File: src/hw/rtl/double_ended_queue_assert.svh
// assertion macros for the double-ended queue
`ifndef DOUBLE_ENDED_QUEUE_ASSERT_SVH
`define DOUBLE_ENDED_QUEUE_ASSERT_SVH

// condition must hold in the same cycle as the trigger
`define DEQ_ASSERT_NOW(label, clk, rst_n, ante, cons) \
    label: assert property (@(posedge clk) disable iff (!rst_n) (ante) |-> (cons)) \
        else $error("deque check failed");

// condition must hold in the cycle after the trigger
`define DEQ_ASSERT_NEXT(label, clk, rst_n, ante, cons) \
    label: assert property (@(posedge clk) disable iff (!rst_n) (ante) |=> (cons)) \
        else $error("deque check failed");

`endif

File: src/hw/rtl/ddq_pkg.sv
// types and constants shared by the double-ended queue files
`timescale 1ns / 1ps

package ddq_pkg;

    localparam int VALUE_W = 8;
    localparam int OCC_W   = 5;

    // requested operation
    typedef enum logic [1:0] {
        OP_PUSH_FRONT = 2'd0,
        OP_PUSH_REAR  = 2'd1,
        OP_POP_FRONT  = 2'd2,
        OP_POP_REAR   = 2'd3
    } op_t;

    // what one cell row does this cycle
    typedef enum logic [1:0] {
        CELL_HOLD      = 2'd0,
        CELL_SHIFT_IN  = 2'd1,
        CELL_SHIFT_OUT = 2'd2,
        CELL_LOAD      = 2'd3
    } cell_op_t;

    // control broadcast to every cell
    typedef struct packed {
        cell_op_t             front_op;
        cell_op_t             rear_op;
        logic [VALUE_W-1:0]   value;
    } cell_ctrl_t;

    // input transaction
    typedef struct packed {
        op_t                  operation;
        logic [VALUE_W-1:0]   push_value;
    } in_item_t;

    // result transaction
    typedef struct packed {
        logic [VALUE_W-1:0]   pop_value;
        logic                 was_empty;
        logic                 overflow;
        logic [OCC_W-1:0]     occupancy;
    } out_item_t;

endpackage

File: src/hw/rtl/ddq_chan_if.sv
// valid/ready channel carrying one payload per transaction
`timescale 1ns / 1ps

interface ddq_chan_if #(
    parameter type payload_t = logic
) ();

    logic     valid;
    logic     ready;
    payload_t data;

    modport source (output valid, output data, input ready);
    modport sink   (input valid, input data, output ready);

endinterface

File: src/hw/rtl/ddq_cell.sv
// one storage cell: front-ordered byte and rear-ordered byte
`timescale 1ns / 1ps

module ddq_cell #(
    parameter int CNT_W = 5,
    parameter int INDEX = 0
) (
    input  logic                         clk,
    input  ddq_pkg::cell_ctrl_t          ctrl,
    input  logic [CNT_W-1:0]             count,
    input  logic [ddq_pkg::VALUE_W-1:0]  front_left,
    input  logic [ddq_pkg::VALUE_W-1:0]  front_right,
    input  logic [ddq_pkg::VALUE_W-1:0]  rear_left,
    input  logic [ddq_pkg::VALUE_W-1:0]  rear_right,
    output logic [ddq_pkg::VALUE_W-1:0]  front_val,
    output logic [ddq_pkg::VALUE_W-1:0]  rear_val
);

    logic [ddq_pkg::VALUE_W-1:0] front_reg;
    logic [ddq_pkg::VALUE_W-1:0] front_next;
    logic [ddq_pkg::VALUE_W-1:0] rear_reg;
    logic [ddq_pkg::VALUE_W-1:0] rear_next;
    logic                        hit;

    // next value of one row given its move
    function automatic logic [ddq_pkg::VALUE_W-1:0] cell_next(
        input ddq_pkg::cell_op_t             op,
        input logic [ddq_pkg::VALUE_W-1:0]   own,
        input logic [ddq_pkg::VALUE_W-1:0]   left,
        input logic [ddq_pkg::VALUE_W-1:0]   right,
        input logic [ddq_pkg::VALUE_W-1:0]   value,
        input logic                          sel
    );
        logic [ddq_pkg::VALUE_W-1:0] res;
        case (op)
            ddq_pkg::CELL_SHIFT_IN:  res = left;
            ddq_pkg::CELL_SHIFT_OUT: res = right;
            ddq_pkg::CELL_LOAD:      res = sel ? value : own;
            default:                 res = own;
        endcase
        return res;
    endfunction

    // this cell is the first free slot
    assign hit = (count == CNT_W'(INDEX));

    always_comb
    begin
        front_next = cell_next(ctrl.front_op, front_reg, front_left, front_right,
                               ctrl.value, hit);
        rear_next  = cell_next(ctrl.rear_op, rear_reg, rear_left, rear_right,
                               ctrl.value, hit);
    end

    // data registers, no reset
    always_ff @(posedge clk)
    begin
        front_reg <= front_next;
        rear_reg  <= rear_next;
    end

    assign front_val = front_reg;
    assign rear_val  = rear_reg;

endmodule

File: src/hw/rtl/double_ended_queue.sv
// Bounded double-ended byte queue built as a row of DEPTH shifting cells.
// One transaction is accepted every clock cycle; its result appears in the
// output register on the following cycle and a new transaction is taken
// while that result waits, as long as the result is taken in the same cycle.
// Each cell holds the entry at its position counted from the front and the
// entry at its position counted from the rear, so both ends are always at
// cell 0 and every push or pop is a shift or write across the
// row. The count register bounds every read, so a stored byte is never read
// before it was written. No clearing pass is needed after reset.
`timescale 1ns / 1ps
`include "double_ended_queue_assert.svh"

module double_ended_queue #(
    parameter int DEPTH = 16
) (
    input  logic        clk,
    input  logic        rst_n,
    ddq_chan_if.sink    req,
    ddq_chan_if.source  rsp
);

    localparam int CNT_W = $clog2(DEPTH + 1);

    logic [CNT_W-1:0]            count_reg;
    logic [CNT_W-1:0]            count_next;
    logic                        out_valid_reg;
    logic                        out_valid_next;
    ddq_pkg::out_item_t          out_data_reg;
    ddq_pkg::out_item_t          out_data_next;
    ddq_pkg::cell_ctrl_t         ctrl;
    logic                        accept;
    logic                        full;
    logic                        empty;
    logic                        is_push;
    logic                        is_pop;
    logic                        full_push;
    logic                        empty_pop;
    logic                        empty_result;
    logic [ddq_pkg::OCC_W-1:0]   occ_now;
    logic [ddq_pkg::VALUE_W-1:0] front_val [DEPTH];
    logic [ddq_pkg::VALUE_W-1:0] rear_val  [DEPTH];

    // handshake
    assign req.ready = !out_valid_reg || rsp.ready;
    assign accept    = req.valid && req.ready;
    assign full      = (count_reg == CNT_W'(DEPTH));
    assign empty     = (count_reg == '0);

    // operation decode and result
    always_comb
    begin
        ctrl.front_op  = ddq_pkg::CELL_HOLD;
        ctrl.rear_op   = ddq_pkg::CELL_HOLD;
        ctrl.value     = req.data.push_value;
        count_next     = count_reg;
        out_data_next  = out_data_reg;
        out_valid_next = out_valid_reg && !rsp.ready;
        if (accept)
        begin
            out_valid_next          = 1'b1;
            out_data_next.pop_value = '0;
            out_data_next.was_empty = 1'b0;
            out_data_next.overflow  = 1'b0;
            case (req.data.operation)
                ddq_pkg::OP_PUSH_FRONT:
                begin
                    if (full)
                    begin
                        out_data_next.overflow = 1'b1;
                    end
                    else
                    begin
                        ctrl.front_op = ddq_pkg::CELL_SHIFT_IN;
                        ctrl.rear_op  = ddq_pkg::CELL_LOAD;
                        count_next    = count_reg + CNT_W'(1);
                    end
                end
                ddq_pkg::OP_PUSH_REAR:
                begin
                    if (full)
                    begin
                        out_data_next.overflow = 1'b1;
                    end
                    else
                    begin
                        ctrl.front_op = ddq_pkg::CELL_LOAD;
                        ctrl.rear_op  = ddq_pkg::CELL_SHIFT_IN;
                        count_next    = count_reg + CNT_W'(1);
                    end
                end
                ddq_pkg::OP_POP_FRONT:
                begin
                    if (empty)
                    begin
                        out_data_next.was_empty = 1'b1;
                    end
                    else
                    begin
                        ctrl.front_op           = ddq_pkg::CELL_SHIFT_OUT;
                        out_data_next.pop_value = front_val[0];
                        count_next              = count_reg - CNT_W'(1);
                    end
                end
                ddq_pkg::OP_POP_REAR:
                begin
                    if (empty)
                    begin
                        out_data_next.was_empty = 1'b1;
                    end
                    else
                    begin
                        ctrl.rear_op            = ddq_pkg::CELL_SHIFT_OUT;
                        out_data_next.pop_value = rear_val[0];
                        count_next              = count_reg - CNT_W'(1);
                    end
                end
                default:
                begin
                    count_next = count_reg;
                end
            endcase
            out_data_next.occupancy = ddq_pkg::OCC_W'(count_next);
        end
    end

    // control registers
    always_ff @(posedge clk or negedge rst_n)
    begin
        if (!rst_n)
        begin
            count_reg     <= '0;
            out_valid_reg <= 1'b0;
        end
        else
        begin
            count_reg     <= count_next;
            out_valid_reg <= out_valid_next;
        end
    end

    // result payload
    always_ff @(posedge clk)
    begin
        out_data_reg <= out_data_next;
    end

    assign rsp.valid = out_valid_reg;
    assign rsp.data  = out_data_reg;

    // row of cells, a pushed byte shifts in at cell 0 of one row and loads at the first free cell of the other
    for (genvar i = 0; i < DEPTH; i++)
    begin : g_cell
        logic [ddq_pkg::VALUE_W-1:0] front_left;
        logic [ddq_pkg::VALUE_W-1:0] front_right;
        logic [ddq_pkg::VALUE_W-1:0] rear_left;
        logic [ddq_pkg::VALUE_W-1:0] rear_right;

        if (i == 0)
        begin : g_head
            assign front_left = req.data.push_value;
            assign rear_left  = req.data.push_value;
        end
        else
        begin : g_body
            assign front_left = front_val[i-1];
            assign rear_left  = rear_val[i-1];
        end

        if (i == DEPTH - 1)
        begin : g_tail
            assign front_right = '0;
            assign rear_right  = '0;
        end
        else
        begin : g_inner
            assign front_right = front_val[i+1];
            assign rear_right  = rear_val[i+1];
        end

        ddq_cell #(
            .CNT_W (CNT_W),
            .INDEX (i)
        ) u_cell (
            .clk         (clk),
            .ctrl        (ctrl),
            .count       (count_reg),
            .front_left  (front_left),
            .front_right (front_right),
            .rear_left   (rear_left),
            .rear_right  (rear_right),
            .front_val   (front_val[i]),
            .rear_val    (rear_val[i])
        );
    end

    // terms used by the checks
    assign is_push      = (req.data.operation == ddq_pkg::OP_PUSH_FRONT) ||
                          (req.data.operation == ddq_pkg::OP_PUSH_REAR);
    assign is_pop       = (req.data.operation == ddq_pkg::OP_POP_FRONT) ||
                          (req.data.operation == ddq_pkg::OP_POP_REAR);
    assign full_push    = accept && full && is_push;
    assign empty_pop    = accept && empty && is_pop;
    assign empty_result = rsp.valid && rsp.data.was_empty && (rsp.data.pop_value == '0);
    assign occ_now      = ddq_pkg::OCC_W'(count_reg);

    // checks
    `DEQ_ASSERT_NOW(a_count_bound, clk, rst_n, 1'b1, count_reg <= CNT_W'(DEPTH))
    `DEQ_ASSERT_NEXT(a_full_push_holds, clk, rst_n, full_push, $stable(count_reg) && rsp.data.overflow)
    `DEQ_ASSERT_NEXT(a_empty_pop_zero, clk, rst_n, empty_pop, empty_result)
    `DEQ_ASSERT_NOW(a_occ_matches, clk, rst_n, rsp.valid, rsp.data.occupancy == occ_now)

endmodule

File: src/flat_wrapper.sv
// flat-port wrapper written by rule: the top's interface ports become plain ports
module double_ended_queue_flat 
#(
    parameter int DEPTH = 16
)
  (clk, rst_n, req_valid, req_data, req_ready, rsp_valid, rsp_data, rsp_ready);
  ddq_chan_if #(.payload_t(ddq_pkg::in_item_t)) req_i ();
  ddq_chan_if #(.payload_t(ddq_pkg::out_item_t)) rsp_i ();
  input  logic clk;
  input  logic rst_n;
  input wire logic [$bits(req_i.valid)-1:0] req_valid;
  input wire logic [$bits(req_i.data)-1:0] req_data;
  output wire logic [$bits(req_i.ready)-1:0] req_ready;
  output wire logic [$bits(rsp_i.valid)-1:0] rsp_valid;
  output wire logic [$bits(rsp_i.data)-1:0] rsp_data;
  input wire logic [$bits(rsp_i.ready)-1:0] rsp_ready;
  assign req_i.valid = req_valid;
  assign req_i.data = req_data;
  assign req_ready = req_i.ready;
  assign rsp_valid = rsp_i.valid;
  assign rsp_data = rsp_i.data;
  assign rsp_i.ready = rsp_ready;
  double_ended_queue #(.DEPTH(DEPTH)) u_core (.clk(clk), .rst_n(rst_n), .req(req_i), .rsp(rsp_i));
endmodule
File: config.mk
export PLATFORM = sky130hd
export DESIGN_NAME = double_ended_queue_flat
export DESIGN_NICKNAME = d
export VERILOG_FILES = /design/src/hw/rtl/ddq_pkg.sv /design/src/hw/rtl/ddq_chan_if.sv /design/src/hw/rtl/ddq_cell.sv /design/src/hw/rtl/double_ended_queue.sv /design/src/flat_wrapper.sv
export VERILOG_INCLUDE_DIRS = /design/src /design/src/hw/rtl
export SDC_FILE = /design/constraint.sdc
export NUM_CORES = 1
export LEC_CHECK = 0
export CORE_ASPECT_RATIO = 1.5
export CORE_MARGIN = 8
export CORE_UTILIZATION = 55
export CTS_CLUSTER_DIAMETER = 200
export DETAILED_ROUTE_END_ITERATION = 16
export DONT_BUFFER_PORTS = 1
export GPL_ROUTABILITY_DRIVEN = 0
export PLACE_DENSITY = 0.7
export SLEW_MARGIN = 20
export SYNTH_ARGS = -nofsm -noshare
export SYNTH_HDL_FRONTEND = slang
export SYNTH_HIERARCHICAL = 1
export SYNTH_SLANG_ARGS = --single-unit
export TNS_END_PERCENT = 10
File: constraint.sdc
create_clock -name clk -period 7.3 [get_ports clk]
set_input_delay 0.73 -clock clk [delete_from_list [all_inputs] [get_ports clk]]
set_output_delay 0.73 -clock clk [all_outputs]
set_load 0.1 [all_outputs]
# Yosys cells after proc, flatten, opt, wreduce, memory -nomap -nowiden
# Cells that the tools add are included.
dict set report word_totals {
  regBits 277
  in_bits 14
  elab_cells 203
}
dict set report classes {
  add_sub_neg 2
  n_eq_ne 57
  muxes 63
  reduce_logical 43
}
# operator count
set ops {}
lappend ops {{$pmux W8 S3} 32}
lappend ops {{$mux W8} 18}
lappend ops {{$ne A2 B2 Y1 const B} 32}
lappend ops {{$reduce_and A2 Y1} 32}
lappend ops {{$eq A5 B4 Y1 const B} 8}
lappend ops {{$eq A5 B3 Y1 const B} 4}
lappend ops {{$pmux W9 S2} 1}
lappend ops {{$eq A2 B2 Y1 const B} 6}
lappend ops {{$pmux W2 S3} 2}
lappend ops {{$eq A5 B2 Y1 const B} 2}
lappend ops {{$mux W5} 2}
lappend ops {{$pmux W5 S2} 1}
lappend ops {{$mux W4} 2}
lappend ops {{$eq A2 B1 Y1 const B} 3}
lappend ops {{$reduce_bool A3 Y1} 2}
lappend ops {{$add A5 B1 Y5 const B} 1}
lappend ops {{$eq A5 B1 Y1 const B} 1}
lappend ops {{$eq A5 B5 Y1 const B} 1}
lappend ops {{$logic_not A5 Y1} 1}
lappend ops {{$sub A5 B1 Y5 const B} 1}
lappend ops {{$reduce_or A2 Y1} 2}
lappend ops {{$mux W1} 3}
lappend ops {{$mux W3} 1}
lappend ops {{$logic_and A1 B1 Y1} 2}
lappend ops {{other kinds (4)} 5}

# Logic depth before layout (Yosys ltp)
# Gate-level depths: netlist (run 1).
dict set report logic_depth {
  word_depth 7
  mapped_depth 12
}

# Modules after synthesis
# Netlist (run 1), hierarchy kept.
# module n_inst cells_each area_per_inst_um2 seq_area_each_um2
set by_module_without_submodules {}
lappend by_module_without_submodules {{ddq_cell (u_core.g_cell[10].u_cell ...)} 4 91 924.6 480.5}
lappend by_module_without_submodules {{ddq_cell (u_core.g_cell[11].u_cell ...)} 4 91 893.4 480.5}
lappend by_module_without_submodules {{ddq_cell (u_core.g_cell[1].u_cell ...)} 2 93 925.9 480.5}
lappend by_module_without_submodules {{ddq_cell (u_core.g_cell[12].u_cell ...)} 2 91 922.1 480.5}
lappend by_module_without_submodules {{ddq_cell (u_core.g_cell[4].u_cell ...)} 2 93 912.1 480.5}
lappend by_module_without_submodules {double_ended_queue 1 102 1118.6 600.6}
lappend by_module_without_submodules {{ddq_cell (u_core.g_cell[0].u_cell)} 1 104 1009.7 480.5}
lappend by_module_without_submodules {{ddq_cell (u_core.g_cell[3].u_cell)} 1 91 890.9 480.5}

# Worst setup path before layout (run 1)
# OpenSTA, ideal clock, no wires.
dict set report synth_path {
  path_type {flip-flop to flip-flop}
  start {reg u_core.out_valid_reg, in the netlist u_core/rsp.valid}
  end {reg u_core.g_cell[0].u_cell.rear_reg, in the netlist u_core/g_cell[0].u_cell/rear_val[0], enable pin}
  setup_ps 384
  arrival_time_ps 4830
  required_time_ps 6916
  path_slack_ps 2086
  path_stages_with_launch 6
  path_buffers 0
  cell_sequence {dfrtp_1 -> nand2b_1 -> nand2_1 -> nor2_1 -> ha_1 -> o21ai_0}
}
# element line_no
set synth_rtl {}
lappend synth_rtl {{start: declaration} double_ended_queue.sv:26} ;# logic out_valid_reg;
lappend synth_rtl {{start signal: assignment} double_ended_queue.sv:137} ;# out_valid_reg <= out_valid_next;
lappend synth_rtl {{end signal: assignment} ddq_cell.sv:59} ;# rear_reg <= rear_next;
lappend synth_rtl {{end: declaration} ddq_cell.sv:21} ;# logic [ddq_pkg::VALUE_W-1:0] rear_reg;

==> results of run 1 <==
logic make-up after synthesis:
logic type	synth area share
xor gates and xnor gates	0.001108
DFF	0.5242
and+or+nand+nor	0.1788
AOI/OAI and AO/OA	0.1678
buffers and inverters	0.03988
muxes	0.02224
adders and majority gates	0.06568
other	0.0002372
how the worst min path moves through the flow:
stage                           start             endpoint  slack [ps]  depth (start not counted)
after detailed placement        rst_n     u_core/rsp.valid         430                          0
after floorplan                 rst_n  u_core/count_reg[0]         430                          0
final                     req_data[9]  u_core/count_reg[1]         270                          1
after global routing        req_valid     u_core/rsp.valid         270                          1
after CTS                 req_data[9]  u_core/count_reg[1]         250                          1
after global placement          rst_n     u_core/rsp.valid         430                          0
cells in the mapped netlist, types with 2 or more instances:
master,number
a21o_1,2
a21o_2,2
a21oi_1,161
a21oi_2,2
a22oi_1,120
a311oi_1,24
a31oi_1,3
and2_1,2
buf_2,45
buf_6,14
clkbuf_1,12
dfrtp_1,6
edfxtp_1,271
ha_1,83
inv_1,54
mux2i_1,34
nand2_1,361
nand2b_1,18
nand2b_2,2
nand3_1,9
nand3b_1,4
nand4_1,2
nor2_1,81
nor2_2,58
nor2_4,10
nor2b_1,27
nor3_1,4
nor3b_1,4
nor4_1,2
o21ai_0,123
or2_1,11
or2_2,5
or4b_4,4
xnor2_1,2
power by group through the flow:
stage	Sequential, W	Clock (W)	Combinational [W]
6_report	0.00241	0.00150	0.000837
5_1_grt	0.00243	0.00158	0.000929
4_1_cts	0.00241	0.00153	0.000828
3_5_place_dp	0.00243	0	0.000823
3_3_place_gp	0.00243	0	0.000802
2_1_floorplan	0.00233	0	0.000646
metal layers:
layer / share of wire / vias to the layer above / global-route usage / wire, µm
li1: - / 5613 / - / -
met4: 0.054 / 0 / 0.1361 / 2239
met2: 0.51 / 457 / 0.4309 / 21320
met3: 0.060 / 139 / 0.03569 / 2494
met5: 0 / - / 0 / 0
met1: 0.37 / 5673 / 0.2573 / 15420
per-stage QoR:
stage	hold WS, ps	cells	worst slack [ps]
6_report	269.4	1930	1897
5_1_grt	267.3	1930	1656
4_1_cts	253.9	1930	1879
3_5_place_dp	434.7	1878	1909
3_3_place_gp	434.7	1878	1953
2_1_floorplan	434.4	1594	2086
repair_timing:
item                                    4_1_cts  5_1_grt
hold buffers                                  1        0
endpoints found under the hold margin         6        0
endpoints found under the setup margin        0        0
cell type report:
cell class | instances | share of cell area
multi-input cells | 1192 | 0.4123
repair buffers | 5 | 0.002371
well taps | 351 | 0.02601
flip-flops and latches | 277 | 0.4909
clock buffers | 40 | 0.04721
inverters | 54 | 0.01201
clock inverters | 11 | 0.009263
==> results_dict.tcl, run 1 <==
set metrics [dict create \
    die_x_um 154.4 \
    yosysSeqAreaShare 0.5242 \
    crit_type "reg2reg" \
    synth-edff-count 271 \
    clk_pin_slew_ps 60 \
    ios 31 \
    cp.depth 7 \
    yosys.cell_types.count 51 \
    worstPathRequired_ps 7470 \
    crit_path_start "u_core/rsp.valid" \
    powerDensity_mw_per_mm2 281.3 \
    crit_path_end_kind "register" \
    htreeDepth 1 \
    cts_setup_buffers 0 \
    p_leak_nw 6.303 \
    tns_ps 0 \
    final_common_cell "nand2_1" \
    hp-class "in2reg" \
    drc_errors 0 \
    path_buf_inv 2 \
    reg2reg_depth 7 \
    grtUsageTotal 0.2367 \
    power.net_switching_w 0.001456 \
    firstDrtPassIters 5 \
    grt_max_degree 52 \
    finalSetupViolCount 0 \
    fillers 2450 \
    ys_async_sr_fraction 0.02166 \
    crit_family "simple AND/OR/NAND/NOR gates" \
    placed_area_mm2 0.01592 \
    fp-row-count 76 \
    r2r_start "u_core/rsp.valid" \
    comb_power_share 0.176 \
    insertion_delay_ps 560 \
    ys_ff_latch 277 \
    post_route_cells_drive_above_1_share 0.08550 \
    cts_made_buffers 28 \
    drtIter0Drc 1038 \
    cp_cell_sequence "nand2b_1 -> nand2_1 -> inv_1 -> and2_2 -> inv_1 -> ha_1 -> o21ai_0" \
    antenna_found_initial 0 \
    fmax_mhz 185.1 \
    worst_slew_pin_slew_ps 1107 \
    seq_power_share 0.507 \
    cts_tree "built" \
    irDropWorstVdd_mv 0.2324 \
    portBuffers 0 \
    netlist_instances 1579 \
    syn_area_per_cell_um2 10.01 \
    total_power_w 0.004749 \
    cp.arrival_ps 5580 \
    seq_area_mm2 0.008288 \
    finalCriticalPeriod_ps 5403 \
    fin_nets 1655 \
    clkSinkCount 277 \
    clk_path_buf_depth 3 \
    mostFrequentLayoutCells "361 x nand2_1, 271 x edfxtp_1, 161 x a21oi_1" \
    slew_headroom 0.2544 \
    fp.dieH_um 223.7 \
    initial_utilization 0.5543 \
    drv_slew 0 \
    n_antenna_cell 0 \
    outcome "finished clean" \
    dieArea_mm2 0.03454 \
    synth_top_area_frac 0.5147 \
    grt_pass1_vias 11910 \
    crit_fanout 48 \
    area_growth_pct 6.782 \
    wl_um 41470 \
    clock_skew_ps 11.46 \
    yosysWarnings 6 \
    hold_viol 0 \
    vias_per_cell 6.156 \
    p_clk_frac 0.316 \
    ys.flop_type "edfxtp_1" \
    switching_share 0.3065 \
    fin_area_mm2 0.01688 \
    crit_path_frequent_cell "inv_1" \
    synthesis.area_mm2 0.01581 \
    grt_pass1_wl_um 64320 \
    hpwl_um 28610 \
    cts-root-buf "clkbuf_16" \
    post_cts_resized 0 \
    rr_endpoint "u_core/g_cell[8].u_cell/rear_val[4]" \
    yosys.area.top_type "edfxtp_1" \
    vias 11880 \
    startpoint_type "register" \
    cpMaxStageDelayCell "nand2b_1" \
    grt.overflow.total 0 \
    postRouteAntennaNets 0 \
    critPathMaxStageDelay_ps 980 \
    coreArea_mm2 0.02853 \
    fin_crit_sh 0.7402 \
    maxCapViolations 0 \
    final_util 0.5918 \
    intPower_w 0.003293 \
    regToRegSetupSlack_ps 1900 \
    crit_path_end "u_core/g_cell[8].u_cell/rear_val[4]" \
    multi_input_comb_area_mm2 0.006960 \
    routedWlPerCell_um 21.49 \
    rsz0062_at_grt "no" \
    synthTopCellsByArea "edfxtp_1 51%, nand2_1 8.6%, ha_1 6.6%" \
]
Note: power is estimated with default switching activity, not from simulation.
==> inputs of run 2 (changes only) <==
--- a/config.mk
+++ b/config.mk
@@ -13,7 +13,7 @@
 export DETAILED_ROUTE_END_ITERATION = 16
 export DONT_BUFFER_PORTS = 1
 export GPL_ROUTABILITY_DRIVEN = 0
-export PLACE_DENSITY = 0.7
+export PLACE_DENSITY = 0.73
 export SLEW_MARGIN = 20
 export SYNTH_ARGS = -nofsm -noshare
 export SYNTH_HDL_FRONTEND = slang
==> constraint.sdc (replaced) <==
create_clock -name clk -period 4.38 [get_ports clk]
set_input_delay 0.438 -clock clk [delete_from_list [all_inputs] [get_ports clk]]
set_output_delay 0.438 -clock clk [all_outputs]
set_load 0.1 [all_outputs]
==> results_dict.tcl, run 2 (synthesis gave the netlist of run 1 again) <==
set metrics [dict create \
    finalCriticalPeriod_ps 3754 \
    postRouteAntennaNets 0 \
    ios 31 \
    hpwl_um 26980 \
    crit_fanout 17 \
    min_path_cells 2 \
    cp.arrival_ps 3910 \
    slew_headroom 0.2812 \
    final_common_cell "nand2_1" \
    initial_utilization 0.5543 \
    reg2reg_depth 9 \
    portBuffers 0 \
    rsz0062_at_grt "no" \
    fin_nets 1699 \
    antenna_found_initial 0 \
    cp.depth 9 \
    fmax_mhz 266.4 \
    n_antenna_cell 0 \
    irDropWorstVdd_mv 0.4559 \
    area_growth_pct 8.783 \
    worstPathRequired_ps 4540 \
    grt.overflow.total 0 \
    clk_path_buf_depth 3 \
    htreeDepth 1 \
    cts_tree "built" \
    grtUsageTotal 0.2129 \
    whs_ps 102.7 \
    fp.dieH_um 223.7 \
    crit_path_frequent_cell "ha_1" \
    crit_family "simple AND/OR/NAND/NOR gates" \
    die_x_um 154.4 \
    vias_per_cell 5.890 \
    powerDensity_mw_per_mm2 456.3 \
    insertion_delay_ps 540 \
    path_buf_inv 2 \
    cp_cell_sequence "inv_1 -> ha_1 -> or4b_1 -> and2_4 -> mux2i_1 -> nor2_4 -> buf_4 -> ha_1 -> o21ai_0" \
    finalSetupViolCount 0 \
    tns_ps 0 \
    drv_slew 0 \
    fp-row-count 76 \
    cts_made_buffers 28 \
    grt_pass1_vias 11690 \
    fin_crit_sh 0.8571 \
    drtIter0Drc 797 \
    cpMaxStageDelayCell "o21ai_0" \
    routedWlPerCell_um 18.73 \
    maxCapViolations 0 \
    critPathMaxStageDelay_ps 860 \
    dieArea_mm2 0.03454 \
    firstDrtPassIters 5 \
    startpoint_type "register" \
    drc_errors 0 \
    hp-class "in2reg" \
    wl_um 36990 \
    cts-root-buf "clkbuf_16" \
    vias 11630 \
    grt_max_degree 52 \
    clock_skew_ps 9.410 \
    crit_path_end_kind "register" \
    post_route_cells_drive_above_1_share 0.1102 \
    crit_type "reg2reg" \
    clk_pin_slew_ps 60 \
    outcome "finished clean" \
    hold_viol 0 \
    mostFrequentLayoutCells "361 x nand2_1, 271 x edfxtp_1, 161 x a21oi_1" \
    coreArea_mm2 0.02853 \
    grt_pass1_wl_um 60090 \
    worst_slew_pin_slew_ps 1067 \
    p_leak_nw 6.521 \
    clkSinkCount 277 \
]
-- run 2: changes by cell type in the layout (fill, tap and decap cells not counted) --
cell / delta
clkinv_2: +4
nand2b_1: -1
clkinv_1: +2
clkbuf_1: -2
buf_4: +42
nand2b_2: +1
clkbuf_8: -3
dlygate4sd3_1: +2
-- run 2: metal layers --
metal / vias to the layer above / wire length, µm / global-route usage / share of wire
li1: 5704 / - / - / -
met1: 5529 / 13770 / 0.2259 / 0.37
met2: 318 / 20080 / 0.4084 / 0.54
met3: 81 / 1742 / 0.03125 / 0.047
met4: 0 / 1399 / 0.09198 / 0.038
met5: - / 0 / 0 / 0
-- run 2: worst paths after layout --
path | endpoint | startpoint | slack, ps
worst max-delay path | u_core/g_cell[8].u_cell/rear_val[6] | u_core/count_reg[1] | 630
worst max register to register | u_core/g_cell[8].u_cell/rear_val[6] | u_core/count_reg[1] | 630
min in group asynchronous | u_core/count_reg[0] | rst_n | 230
max in group asynchronous | u_core/count_reg[1] | rst_n | 3890
worst min-delay path | u_core/g_cell[13].u_cell/front_val[2] | req_data[2] | 100
worst min register to register | u_core/g_cell[10].u_cell/front_val[0] | u_core/g_cell[9].u_cell/front_val[0] | 560
-- run 2: stage by stage --
stage          instance area, µm²  instances  total power, W  utilization  worst slack [ps]
4_1_cts                     17200       1975        0.007868       0.6029             564.2
5_1_grt                     17200       1975        0.008198       0.6029             419.4
2_1_floorplan               15870       1594        0.004961            -             76.72
3_5_place_dp                16240       1920        0.005424       0.5692             602.1
3_3_place_gp                16240       1920        0.005361       0.5692             698.5
6_report                    17200       1975        0.007849       0.6029             626.0
-- run 2: worst reg2reg max path, cell delays in order, from the launching register on --
cell,delay (ps)
dfrtp_1,400
inv_1,70
ha_1,260
or4b_1,630
and2_4,250
mux2i_1,240
nor2_4,140
buf_4,240
ha_1,270
o21ai_0,860
-- run 2: timing repair --
item,4_1_cts,5_1_grt
hold endpoints to repair,8,0
hold buffers,3,0
buffers inserted,0,0
gates resized for setup,0,0
-- run 2: report_power, final --
group          switching, W  internal [W]
Clock              0.000999       0.00144
Combinational      0.000963      0.000573
Sequential         0.000387       0.00349
-- run 2: cell type report --
class	count	area, µm²
clock buffer	35	748.2
timing repair buffer	49	375.4
sequential	277	8288
multi-input combinational	1192	6963
clock inverter	17	183.9
inverter	54	202.7
tap	351	439.2
fill	2381	11330
==> inputs of run 3 (changes only) <==
--- a/config.mk
+++ b/config.mk
@@ -9,6 +9,7 @@
 export CORE_ASPECT_RATIO = 1.5
 export CORE_MARGIN = 8
 export CORE_UTILIZATION = 55
+export CTS_BUF_LIST = sky130_fd_sc_hd__clkbuf_4 sky130_fd_sc_hd__clkbuf_8
 export CTS_CLUSTER_DIAMETER = 200
 export DETAILED_ROUTE_END_ITERATION = 16
 export DONT_BUFFER_PORTS = 1
==> results_dict.tcl, run 3 (synthesis gave the netlist of run 1 again) <==
set metrics [dict create \
    outcome "finished clean" \
    drc_errors 0 \
    grtUsageTotal 0.2143 \
    wl_met2_um 19810 \
    post_route_cells_drive_above_1_share 0.1261 \
    cts_tree "built" \
    hpwl_um 26980 \
    vias_per_cell 5.894 \
    p_leak_nw 6.518 \
    vias 11790 \
    cp_cell_sequence "inv_1 -> ha_1 -> or4b_1 -> and2_4 -> mux2i_1 -> nor2_4 -> buf_4 -> ha_1 -> o21ai_0" \
    worstPathRequired_ps 4570 \
    final_common_cell "nand2_1" \
    clock_skew_ps 13.49 \
    crit_fanout 17 \
    insertion_delay_ps 570 \
    finalCriticalPeriod_ps 3729 \
    finalSetupViolCount 0 \
    wl_um 37000 \
    hp-class "in2reg" \
    grt_pass1_vias 11850 \
    worst_slew_pin_slew_ps 1074 \
    drv_slew 0 \
    cp.arrival_ps 3920 \
    antenna_found_initial 0 \
    startpoint_type "register" \
    area_growth_pct 8.143 \
    dieArea_mm2 0.03454 \
    met3_length_um 2099 \
    n_antenna_cell 0 \
    crit_path_end_kind "register" \
    top_layer "met4" \
    fin_crit_sh 0.8513 \
    wl_met1_um 13620 \
    fillers 2410 \
    ios 31 \
    clk_pin_slew_ps 60 \
    portBuffers 0 \
    clkSinkCount 277 \
    critPathMaxStageDelay_ps 870 \
    initial_utilization 0.5543 \
    firstDrtPassIters 5 \
    die_x_um 154.4 \
    fp-row-count 76 \
    reg2reg_depth 9 \
    irDropWorstVdd_mv 0.3772 \
    cpMaxStageDelayCell "o21ai_0" \
    fin_nets 1716 \
    fmax_mhz 268.2 \
    coreArea_mm2 0.02853 \
    crit_path_frequent_cell "ha_1" \
    cts_setup_buffers 0 \
    drtIter0Drc 934 \
    grt.overflow.total 0 \
    post_cts_resized 0 \
    rsz0062_at_grt "no" \
    maxCapViolations 0 \
    postRouteAntennaNets 0 \
    cts-root-buf "clkbuf_8" \
    fp.dieH_um 223.7 \
    tns_ps 0 \
    cts-hold-fix-buffers 3 \
    total_power_w 0.007536 \
    grt_pass1_wl_um 60110 \
    htreeDepth 2 \
    grt_max_degree 52 \
    min_path_cells 2 \
    clk_path_buf_depth 3 \
    cts_made_buffers 45 \
    powerDensity_mw_per_mm2 440.7 \
    routedWlPerCell_um 18.50 \
    slew_headroom 0.2764 \
    crit_type "reg2reg" \
    mostFrequentLayoutCells "361 x nand2_1, 271 x edfxtp_1, 161 x a21oi_1" \
    hold_viol 0 \
]
==> run 3: changes by cell type in the layout (fill, tap and decap cells not counted) <==
| cell | delta |
|---|---|
| clkinv_1 | +2 |
| clkbuf_4 | +24 |
| clkbuf_1 | -6 |
| clkinv_2 | -5 |
| clkinvlp_4 | -2 |
| clkbuf_16 | -29 |
| clkbuf_8 | +45 |
| bufinv_16 | -4 |
==> run 3: worst paths after layout <==
kind	from	endpoint	slack, ps
setup / recovery	u_core/count_reg[1]	u_core/g_cell[8].u_cell/rear_val[5]	650
hold / removal	req_data[6]	u_core/g_cell[15].u_cell/front_val[6]	70
setup reg to reg	u_core/count_reg[1]	u_core/g_cell[8].u_cell/rear_val[5]	650
hold reg to reg	u_core/g_cell[11].u_cell/front_val[5]	u_core/g_cell[12].u_cell/front_val[5]	560
max in group asynchronous	rst_n	u_core/count_reg[4]	3920
min in group asynchronous	rst_n	u_core/count_reg[2]	200
==> run 3: cell type report <==
| class | instances | area [µm²] | area share |
|---|---|---|---|
| flip-flops and latches | 277 | 8288 | 0.4847 |
| multi-input cells | 1192 | 6963 | 0.4072 |
| clock buffers | 69 | 799.5 | 0.04676 |
| well taps | 351 | 439.2 | 0.02568 |
| repair buffers | 49 | 375.4 | 0.02195 |
| inverters | 54 | 202.7 | 0.01185 |
| clock inverters | 8 | 31.28 | 0.001829 |
==> run 3: worst max-delay path: cells and delay by family, from the launching register on <==
kind / cells / cell delay, ps
AND/OR/NAND/NOR: 3 / 1010
adder cells (fa/ha/maj): 2 / 510
AO/OA/AOI/OAI: 1 / 870
flip-flops: 1 / 400
multiplexers: 1 / 240
buffers and inverters: 2 / 310
==> run 3: per-stage QoR <==
step                      setup WS (ps)  utilization  instance area, µm²  cells  hold slack [ps]
after floorplan                   76.72            -               15870   1594            142.4
after global placement            698.5       0.5692               16240   1920            142.6
after detailed placement          602.1       0.5692               16240   1920            142.7
after CTS                         600.2       0.5994               17100   2000            42.00
after global routing              446.2       0.5994               17100   2000            42.30
final                             651.3       0.5994               17100   2000            73.87
==> run 3: power breakdown <==
group | switching [W] | leakage [nW] | internal [W]
clock network | 0.000984 | 0.449 | 0.00115
registers | 0.000388 | 2.63 | 0.00349
logic | 0.000953 | 3.44 | 0.000573
total | 0.00232 | 6.52 | 0.00521
==> run 3: routing by layer <==
metal  vias to the layer above  GRT usage
li1                       5733          -
met4                         0     0.1047
met2                       355     0.4021
met3                        99    0.04244
met1                      5600     0.2234
met5                         -          0
